## src/rtl/motor_command_frame_parser_unit_defines.svh

```systemverilog
// Assertion macros for the motor command frame parser RTL.
// Define ASSERT_OFF to compile every check out; no other dependencies.
`ifndef MOTOR_COMMAND_FRAME_PARSER_UNIT_DEFINES_SVH
`define MOTOR_COMMAND_FRAME_PARSER_UNIT_DEFINES_SVH

`ifndef ASSERT_OFF

// Clocked property, disabled while reset is asserted.
`define MCFP_ASSERT(lbl, clk, rstn, prop, msg) \
	lbl: assert property (@(posedge clk) disable iff (!(rstn)) (prop)) else $error(msg);

// Combinational condition that must never be true out of reset.
`define MCFP_NEVER(lbl, clk, rstn, expr, msg) \
	lbl: assert property (@(posedge clk) disable iff (!(rstn)) !(expr)) else $error(msg);

`else

`define MCFP_ASSERT(lbl, clk, rstn, prop, msg)
`define MCFP_NEVER(lbl, clk, rstn, expr, msg)

`endif

`endif

```

## src/rtl/mcfp_pkg.sv

```systemverilog
// Shared constants and types for the motor command frame parser.
// No dependencies.
package mcfp_pkg;

	localparam logic [7:0] SyncByte  = 8'hFF;
	// byte positions inside a frame
	localparam logic [3:0] PosAfterSync = 4'd1;
	localparam logic [3:0] PosAngleHi   = 4'd2;
	localparam logic [3:0] PosScale     = 4'd7;
	localparam logic [3:0] PosChk       = 4'd8;
	localparam logic [3:0] PosLast      = 4'd9;
	localparam int         StoreFirst   = 2;
	localparam int         StoreLast    = 8;

	// frame seen by the output stage on the last byte
	typedef struct packed {
		logic        done;    // this word completes a frame
		logic        ok;      // checksum and inverted checksum match
		logic [15:0] angle;
		logic [7:0]  prop;
		logic [7:0]  integ;
		logic [7:0]  deriv;
		logic [7:0]  scale;
	} frame_t;

endpackage

```

## src/rtl/mcfp_assembler.sv

```systemverilog
// Frame assembler: byte position, sync realignment, frame bytes, running checksum.
// Depends on mcfp_pkg and motor_command_frame_parser_unit_defines.svh.
`include "motor_command_frame_parser_unit_defines.svh"

module mcfp_assembler (
	input  logic                clk,
	input  logic                arst_n,
	input  logic                advance,   // word in rx_byte is consumed this cycle
	input  logic [7:0]          rx_byte,
	output mcfp_pkg::frame_t    frame
);

	logic [3:0] pos_q;
	logic [7:0] prev_q;
	logic [7:0] sum_q;
	logic [7:0] store_q [mcfp_pkg::StoreFirst:mcfp_pkg::StoreLast];

	logic       realign;
	logic [3:0] pos_eff;

	assign realign = (rx_byte == mcfp_pkg::SyncByte) && (prev_q == mcfp_pkg::SyncByte);
	assign pos_eff = realign ? mcfp_pkg::PosAfterSync : pos_q;

	always_comb begin
		frame.done  = (pos_eff >= mcfp_pkg::PosLast);
		frame.ok    = (store_q[mcfp_pkg::StoreLast] == sum_q) && (rx_byte == ~sum_q);
		frame.angle = {store_q[2], store_q[3]};
		frame.prop  = store_q[4];
		frame.integ = store_q[5];
		frame.deriv = store_q[6];
		frame.scale = store_q[7];
	end

	always_ff @(posedge clk or negedge arst_n) begin
		if (!arst_n) begin
			pos_q  <= '0;
			prev_q <= '0;
			sum_q  <= '0;
		end else if (advance) begin
			prev_q <= rx_byte;
			pos_q  <= frame.done ? '0 : pos_eff + 4'd1;
			if (pos_eff == mcfp_pkg::PosAngleHi) begin
				sum_q <= rx_byte;
			end else if (pos_eff > mcfp_pkg::PosAngleHi && pos_eff <= mcfp_pkg::PosScale) begin
				sum_q <= sum_q + rx_byte;
			end
		end
	end

	// frame bytes 2..8, each at its own place; reset value is zero
	always_ff @(posedge clk or negedge arst_n) begin
		if (!arst_n) begin
			for (int i = mcfp_pkg::StoreFirst; i <= mcfp_pkg::StoreLast; i++) begin
				store_q[i] <= '0;
			end
		end else if (advance) begin
			for (int i = mcfp_pkg::StoreFirst; i <= mcfp_pkg::StoreLast; i++) begin
				if (pos_eff == 4'(i)) begin
					store_q[i] <= rx_byte;
				end
			end
		end
	end

	`MCFP_NEVER(a_pos_range, clk, arst_n, pos_q > mcfp_pkg::PosLast, "position left 0..9")
	`MCFP_ASSERT(a_wrap, clk, arst_n, advance && frame.done |=> pos_q == '0, "no wrap after frame")
	`MCFP_ASSERT(a_realign, clk, arst_n, advance && realign |=> pos_q == 4'd2, "realign missed")
	`MCFP_NEVER(a_realign_done, clk, arst_n, realign && frame.done, "realign completed frame")

endmodule

```

## src/rtl/mcfp_output.sv

```systemverilog
// Result register: held command values, pass flag and output valid.
// Depends on mcfp_pkg and motor_command_frame_parser_unit_defines.svh.
`include "motor_command_frame_parser_unit_defines.svh"

module mcfp_output (
	input  logic             clk,
	input  logic             arst_n,
	input  logic             load,      // completed frame enters the register
	input  mcfp_pkg::frame_t frame,
	input  logic             taken,     // downstream accepted the result word
	output logic             valid,
	output logic [15:0]      angle,
	output logic [7:0]       prop_gain,
	output logic [7:0]       integ_gain,
	output logic [7:0]       deriv_gain,
	output logic [7:0]       gain_scale,
	output logic             frame_ok
);

	logic        valid_q;
	logic        ok_q;
	logic [15:0] angle_q;
	logic [7:0]  prop_q;
	logic [7:0]  integ_q;
	logic [7:0]  deriv_q;
	logic [7:0]  scale_q;

	always_ff @(posedge clk or negedge arst_n) begin
		if (!arst_n) begin
			valid_q <= 1'b0;
			ok_q    <= 1'b0;
		end else if (load) begin
			valid_q <= 1'b1;
			ok_q    <= frame.ok;
		end else if (taken) begin
			valid_q <= 1'b0;
		end
	end

	// held values double as the result payload; they only move on a good frame
	always_ff @(posedge clk or negedge arst_n) begin
		if (!arst_n) begin
			angle_q <= '0;
			prop_q  <= '0;
			integ_q <= '0;
			deriv_q <= '0;
			scale_q <= '0;
		end else if (load && frame.ok) begin
			angle_q <= frame.angle;
			prop_q  <= frame.prop;
			integ_q <= frame.integ;
			deriv_q <= frame.deriv;
			scale_q <= frame.scale;
		end
	end

	assign valid      = valid_q;
	assign angle      = angle_q;
	assign prop_gain  = prop_q;
	assign integ_gain = integ_q;
	assign deriv_gain = deriv_q;
	assign gain_scale = scale_q;
	assign frame_ok   = ok_q;

	`MCFP_ASSERT(a_hold_bad, clk, arst_n, !(load && frame.ok) |=> $stable(angle_q) && $stable(scale_q), "held values moved without good frame")
	`MCFP_ASSERT(a_load_ok, clk, arst_n, load |=> valid_q && (ok_q == $past(frame.ok)), "result flag not loaded")
	`MCFP_NEVER(a_overwrite, clk, arst_n, load && valid_q && !taken, "pending result overwritten")

endmodule

```

## src/rtl/motor_command_frame_parser_unit.sv

```systemverilog
// Top level of the motor command frame parser: input register, assembler, result register.
// Depends on mcfp_pkg, mcfp_assembler, mcfp_output and the defines header.
//
// channel | dir | tdata                       | tuser    | word
// s_axis  | in  | [7:0] rx_byte               | -        | one received serial byte
// m_axis  | out | angle, prop, integ, deriv,  | frame_ok | one result per 10-byte frame
//         |     | scale (see port comments)   |          |
//
// Cycles: one word accepted per clock when not stalled (see Stalls); the result word is
//   valid from the edge at which the tenth byte leaves the input register.
// The per-byte path is the sync compare, position update and 8-bit running sum.
// Reset (arst_n low): position, previous byte, frame bytes and held values go to zero.
// Stalls: only a frame-completing word waits in the input register while a result
//   is pending and m_tready is low; all other words pass regardless of the output.
`include "motor_command_frame_parser_unit_defines.svh"

module motor_command_frame_parser_unit (
	input  logic        clk,
	input  logic        arst_n,
	// byte stream in
	input  logic        s_tvalid,
	output logic        s_tready,
	input  logic [7:0]  s_tdata,    // [7:0] rx_byte
	// result stream out
	output logic        m_tvalid,
	input  logic        m_tready,
	output logic [47:0] m_tdata,    // [15:0] angle, [23:16] prop_gain, [31:24] integ_gain,
	                                // [39:32] deriv_gain, [47:40] gain_scale
	output logic        m_tuser     // [0] frame_ok
);

	logic             byte_valid_s1;
	logic [7:0]       byte_s1;
	logic             advance;
	logic             out_valid;
	logic             out_taken;
	mcfp_pkg::frame_t frame;

	logic [15:0] angle;
	logic [7:0]  prop_gain;
	logic [7:0]  integ_gain;
	logic [7:0]  deriv_gain;
	logic [7:0]  gain_scale;
	logic        frame_ok;

	assign out_taken = out_valid && m_tready;

	// a word moves on unless it finishes a frame and the result slot is busy
	assign advance  = byte_valid_s1 && (!frame.done || !out_valid || m_tready);
	assign s_tready = !byte_valid_s1 || advance;

	always_ff @(posedge clk or negedge arst_n) begin
		if (!arst_n) begin
			byte_valid_s1 <= 1'b0;
		end else if (s_tvalid && s_tready) begin
			byte_valid_s1 <= 1'b1;
		end else if (advance) begin
			byte_valid_s1 <= 1'b0;
		end
	end

	// payload register, no reset needed
	always_ff @(posedge clk) begin
		if (s_tvalid && s_tready) begin
			byte_s1 <= s_tdata;
		end
	end

	mcfp_assembler u_asm (
		.clk     (clk),
		.arst_n  (arst_n),
		.advance (advance),
		.rx_byte (byte_s1),
		.frame   (frame)
	);

	mcfp_output u_out (
		.clk        (clk),
		.arst_n     (arst_n),
		.load       (advance && frame.done),
		.frame      (frame),
		.taken      (out_taken),
		.valid      (out_valid),
		.angle      (angle),
		.prop_gain  (prop_gain),
		.integ_gain (integ_gain),
		.deriv_gain (deriv_gain),
		.gain_scale (gain_scale),
		.frame_ok   (frame_ok)
	);

	assign m_tvalid = out_valid;
	assign m_tdata  = {gain_scale, deriv_gain, integ_gain, prop_gain, angle};
	assign m_tuser  = frame_ok;

	`MCFP_ASSERT(a_stall_done, clk, arst_n, byte_valid_s1 && frame.done && out_valid && !m_tready |-> !s_tready, "completing word not held")
	`MCFP_ASSERT(a_pass_nodone, clk, arst_n, byte_valid_s1 && !frame.done |-> s_tready, "non-final word stalled")
	`MCFP_ASSERT(a_result_follows, clk, arst_n, advance && frame.done |=> m_tvalid, "result missing after frame")

endmodule
```

## config.mk

```make
export PLATFORM = sky130hd
export DESIGN_NAME = motor_command_frame_parser_unit
export DESIGN_NICKNAME = d
export VERILOG_FILES = /design/src/rtl/mcfp_pkg.sv /design/src/rtl/mcfp_assembler.sv /design/src/rtl/mcfp_output.sv /design/src/rtl/motor_command_frame_parser_unit.sv
export VERILOG_INCLUDE_DIRS = /design/src /design/src/rtl
export SDC_FILE = /design/constraint.sdc
export NUM_CORES = 1
export LEC_CHECK = 0
export ABC_AREA = 1
export BUFFER_PORTS_ARGS = -buffer_cell sky130_fd_sc_hd__buf_2
export CORE_UTILIZATION = 52
export DETAILED_ROUTE_END_ITERATION = 10
export GPL_ROUTABILITY_DRIVEN = 0
export GPL_TIMING_DRIVEN = 0
export MAX_ROUTING_LAYER = met4
export PLACE_DENSITY = 0.76
export SLEW_MARGIN = 20
export SYNTH_ARGS = -nofsm -noshare
export SYNTH_HDL_FRONTEND = slang
export SYNTH_HIERARCHICAL = 1
export SYNTH_SLANG_ARGS = --single-unit
```

## constraint.sdc

```tcl
create_clock -name clk -period 2.48 [get_ports clk]
set_clock_uncertainty 0.15 [all_clocks]
set_input_delay 0.496 -clock clk [delete_from_list [all_inputs] [get_ports clk]]
set_output_delay 0.496 -clock clk [all_outputs]
set_load 0.05 [all_outputs]
```

==> results.sh <==
export IMPL_synth_top_area_cell="dfrtp_1"
export IMPL_grt_pass1_wl_um=26700
export IMPL_share_comb_of_total_power=0.402
export IMPL_tightest_slew_ns=0.533
export IMPL_firstDrtPassIters=5
export IMPL_grt_max_degree=77
export IMPL_ys_warnings_count=6
export IMPL_cts_tree="yes"
export IMPL_endpoint="s_tready"
export IMPL_worstSetupPathType="flop to output port"
export IMPL_area_growth_pct=44.2
export IMPL_hold_ws_ns=0.0993
export IMPL_violations="negative setup slack"
export IMPL_first_global_vias=5459
export IMPL_power_frac_seq=0.341
export IMPL_rows=40
export IMPL_clk_path_buf_depth=2
export IMPL_clock_latency_ns=0.42
export IMPL_synth_distinct_cells=38
export IMPL_dieArea_mm2=0.0128
export IMPL_cts_buffers=17
export IMPL_timing_max_slew_rel_slack=0.645
export IMPL_ys_top_cells_by_area="dfrtp_1 (49%), nand2_1 (16%), buf_4 (6.3%), nand3_1 (6.1%), edfxtp_1 (3.7%)"
export IMPL_final_setup_tns_ns=-23.47
export IMPL_overflow=0
export IMPL_cp_cell_sequence="nand2_1 -> nor2_2 -> nand2_2 -> nor2_4 -> nor2_4 -> inv_2 -> ha_4 -> nor2_2 -> nand2_2 -> nand2_2 -> inv_2 -> nand4_4 -> buf_8"
export IMPL_syn_nets=755
export IMPL_required_ns=1.83
export IMPL_die_w_um=113
export IMPL_holdCritPathClass="input port to flop"
export IMPL_switching_share=0.366
export IMPL_rsz0062_at_grt="true"
export IMPL_critPathMostFrequentCell="nand2_2"
export IMPL_synth_seq_cells=135
export IMPL_switching_power_w=0.00355
export IMPL_crit_start="u_asm/prev_q[5]"
export IMPL_cap_viol_max_count=0
export IMPL_antenna_left=0
export IMPL_initial_core_util=0.535
export IMPL_irDropWorstVdd_mv=0.565
export IMPL_drive_above_1_share=0.473
export IMPL_timing_fmax_mhz=347
export IMPL_fin_crit_sh=1.16
export IMPL_finalMaxSlewViolations=0
export IMPL_via_per_inst=5.80
export IMPL_cts_sinks=135
export IMPL_power_density_mw_per_mm2=1050
export IMPL_cp_start_kind="flop"
export IMPL_fin_nets=903
export IMPL_core_area_mm2=0.0120
export IMPL_wl_per_cell_um=19.7
export IMPL_arrival_ns=2.23
export IMPL_die_y_um=113
export IMPL_end_kind="output port"
export IMPL_drtIter0Drc=590
export IMPL_diodes=0
export IMPL_grt_antenna_before_repair=0
export IMPL_fin_area_mm2=0.00926
export IMPL_grt_usage=0.283
export IMPL_mostFrequentLayoutCells="nand2_1 (187), dfrtp_1 (127), buf_4 (81), nand2_2 (65), buf_2 (61)"
export IMPL_critPathMaxFanout=3
export IMPL_p_int_w=0.00616
export IMPL_syn_avg_cell_area_um2=8.77
export IMPL_clkTransAtPathRegs_ns=0.06
export IMPL_power_leakage_nw=4.81
export IMPL_r2r_start="u_asm/prev_q[5]"
export IMPL_reg2reg_slack_ns=-0.32
export IMPL_htree_levels=4
export IMPL_finalHoldViolCount=0
export IMPL_pre_cts_ws_ns=-0.573
export IMPL_finalNonFillerCells=1038
export IMPL_place_hpwl_um=10300
export IMPL_wl_um=20500
export IMPL_io_buffers=62
export IMPL_outcome="finished with violations"
export IMPL_cp_slowest_stage_delay_ns=0.37
export IMPL_drt_drc_violations_left=0
export IMPL_synth_area_mm2=0.00642
export IMPL_vias=6020
export IMPL_root_buffer="clkbuf_16"
export IMPL_ioPinCount=63
export IMPL_synthCells=732
export IMPL_r2r_end="u_asm/frame[14]"
export IMPL_yosysSeqAreaShare=0.532
export IMPL_placed_area_mm2=0.00697
export IMPL_period_minus_slack_ns=2.88
export IMPL_setup_viol=127
export IMPL_critPathSlowestCell="dfrtp_1"
export IMPL_reg2reg_depth=22
export IMPL_layout_commonest_cell="nand2_1"
export IMPL_setup_slack_ns=-0.400
export IMPL_clock_power_share=0.257
export IMPL_netlist_area_leader_share=0.495
export IMPL_dp_cells=942
-- layer usage --
layer	global-route usage	routed length, um	vias to the layer above
met5	-	0	-
met4	0.108	1100	0
met3	0.0611	1570	107
met2	0.463	10200	389
met1	0.345	7610	2923
li1	-	-	2601
-- kinds of logic (layout without fill, tap and decap cells) --
family / count (synthesis) / in the layout / synth area share
XOR/XNOR: 8 / 8 / 0.0109
adder cells (fa/ha/maj): 11 / 11 / 0.0226
AO/OA/AOI/OAI: 71 / 71 / 0.0657
flip-flops: 135 / 135 / 0.532
buffers and inverters: 126 / 285 / 0.115
AND/OR/NAND/NOR: 381 / 381 / 0.254
-- power by group through the flow --
stage,registers [W],logic (W),clock network (W)
floorplan,0.00311,0.00207,0
global placement,0.00317,0.00244,0
detailed placement,0.00320,0.00256,0
CTS,0.00317,0.00297,0.00248
global route,0.00336,0.00417,0.00261
finish,0.00332,0.00390,0.00250
-- cell type report --
type	count	area, um2
Sequential cell	135	3420
Multi-Input combinational cell	471	3040
Fill cell	695	2750
Timing Repair Buffer	133	1140
Buffer	74	688
Clock buffer	21	480
Inverter	47	194
Tap cell	147	184
Clock inverter	9	98.8
Timing Repair inverter	1	11.3
-- worst max-delay path, delay by kind of cell, from the launching register on --
family,cells,cell delay [ns]
buffers and inverters,3,0.36
AND/OR/NAND/NOR,9,0.94
flip-flops,1,0.37
adder cells (fa/ha/maj),1,0.14
-- cell usage after synthesis, drive strengths merged --
library cell / number
nand4: 2
fa: 1
dfrtp: 127
o2111ai: 1
xnor2: 5
edfxtp: 8
buf: 73
inv: 46
nand3: 82
nand2: 276
nor2: 16
nor3: 3
o22ai: 3
clkbuf: 6
nand3b: 2
a21oi: 6
clkinv: 1
a22o: 1
o221ai: 1
xor2: 3
o311ai: 1
o21ai: 58
ha: 10
-- state kept, by name, summed over array words and instances (netlist names), 4 cells and up --
register	count
u_asm/store_q	8
u_out/deriv_gain	8
u_asm/pos_q	4
u_out/prop_gain	8
u_out/angle	16
u_asm/frame	48
u_out/gain_scale	8
u_asm/prev_q	8
u_out/integ_gain	8
byte_s1	8
u_asm/sum_q	8
-- stage by stage --
step            util  power, W
2_1_floorplan      -   0.00518
3_3_place_gp   0.578   0.00562
3_5_place_dp   0.581   0.00576
4_1_cts        0.687   0.00862
5_1_grt        0.771    0.0101
6_report       0.771   0.00971
-- worst min path at each step --
| stage | slack (ns) | to | depth (start not counted) | start |
|---|---|---|---|---|
| after floorplan | 0.05 | byte_valid_s1 | 0 | arst_n |
| after global placement | 0.30 | u_out/deriv_gain[6] | 2 | u_out/deriv_gain[6] |
| after detailed placement | 0.30 | u_out/frame_ok | 2 | u_out/frame_ok |
| after CTS | 0.08 | byte_s1[5] | 1 | s_tdata[5] |
| after global routing | 0.08 | byte_s1[5] | 1 | s_tdata[5] |
| final | 0.1 | byte_s1[5] | 1 | s_tdata[5] |
-- timing repair --
action / 4_1_cts / 5_1_grt
pin swaps: 10 / 57
resized for setup: 86 / 251
hold buffers: 1 / 0
setup endpoints to repair: 135 / 135
gates cloned: 9 / 8
endpoints found under the hold margin: 51 / 0
buffers inserted: 31 / 30
(Power assumes the default switching activity.)
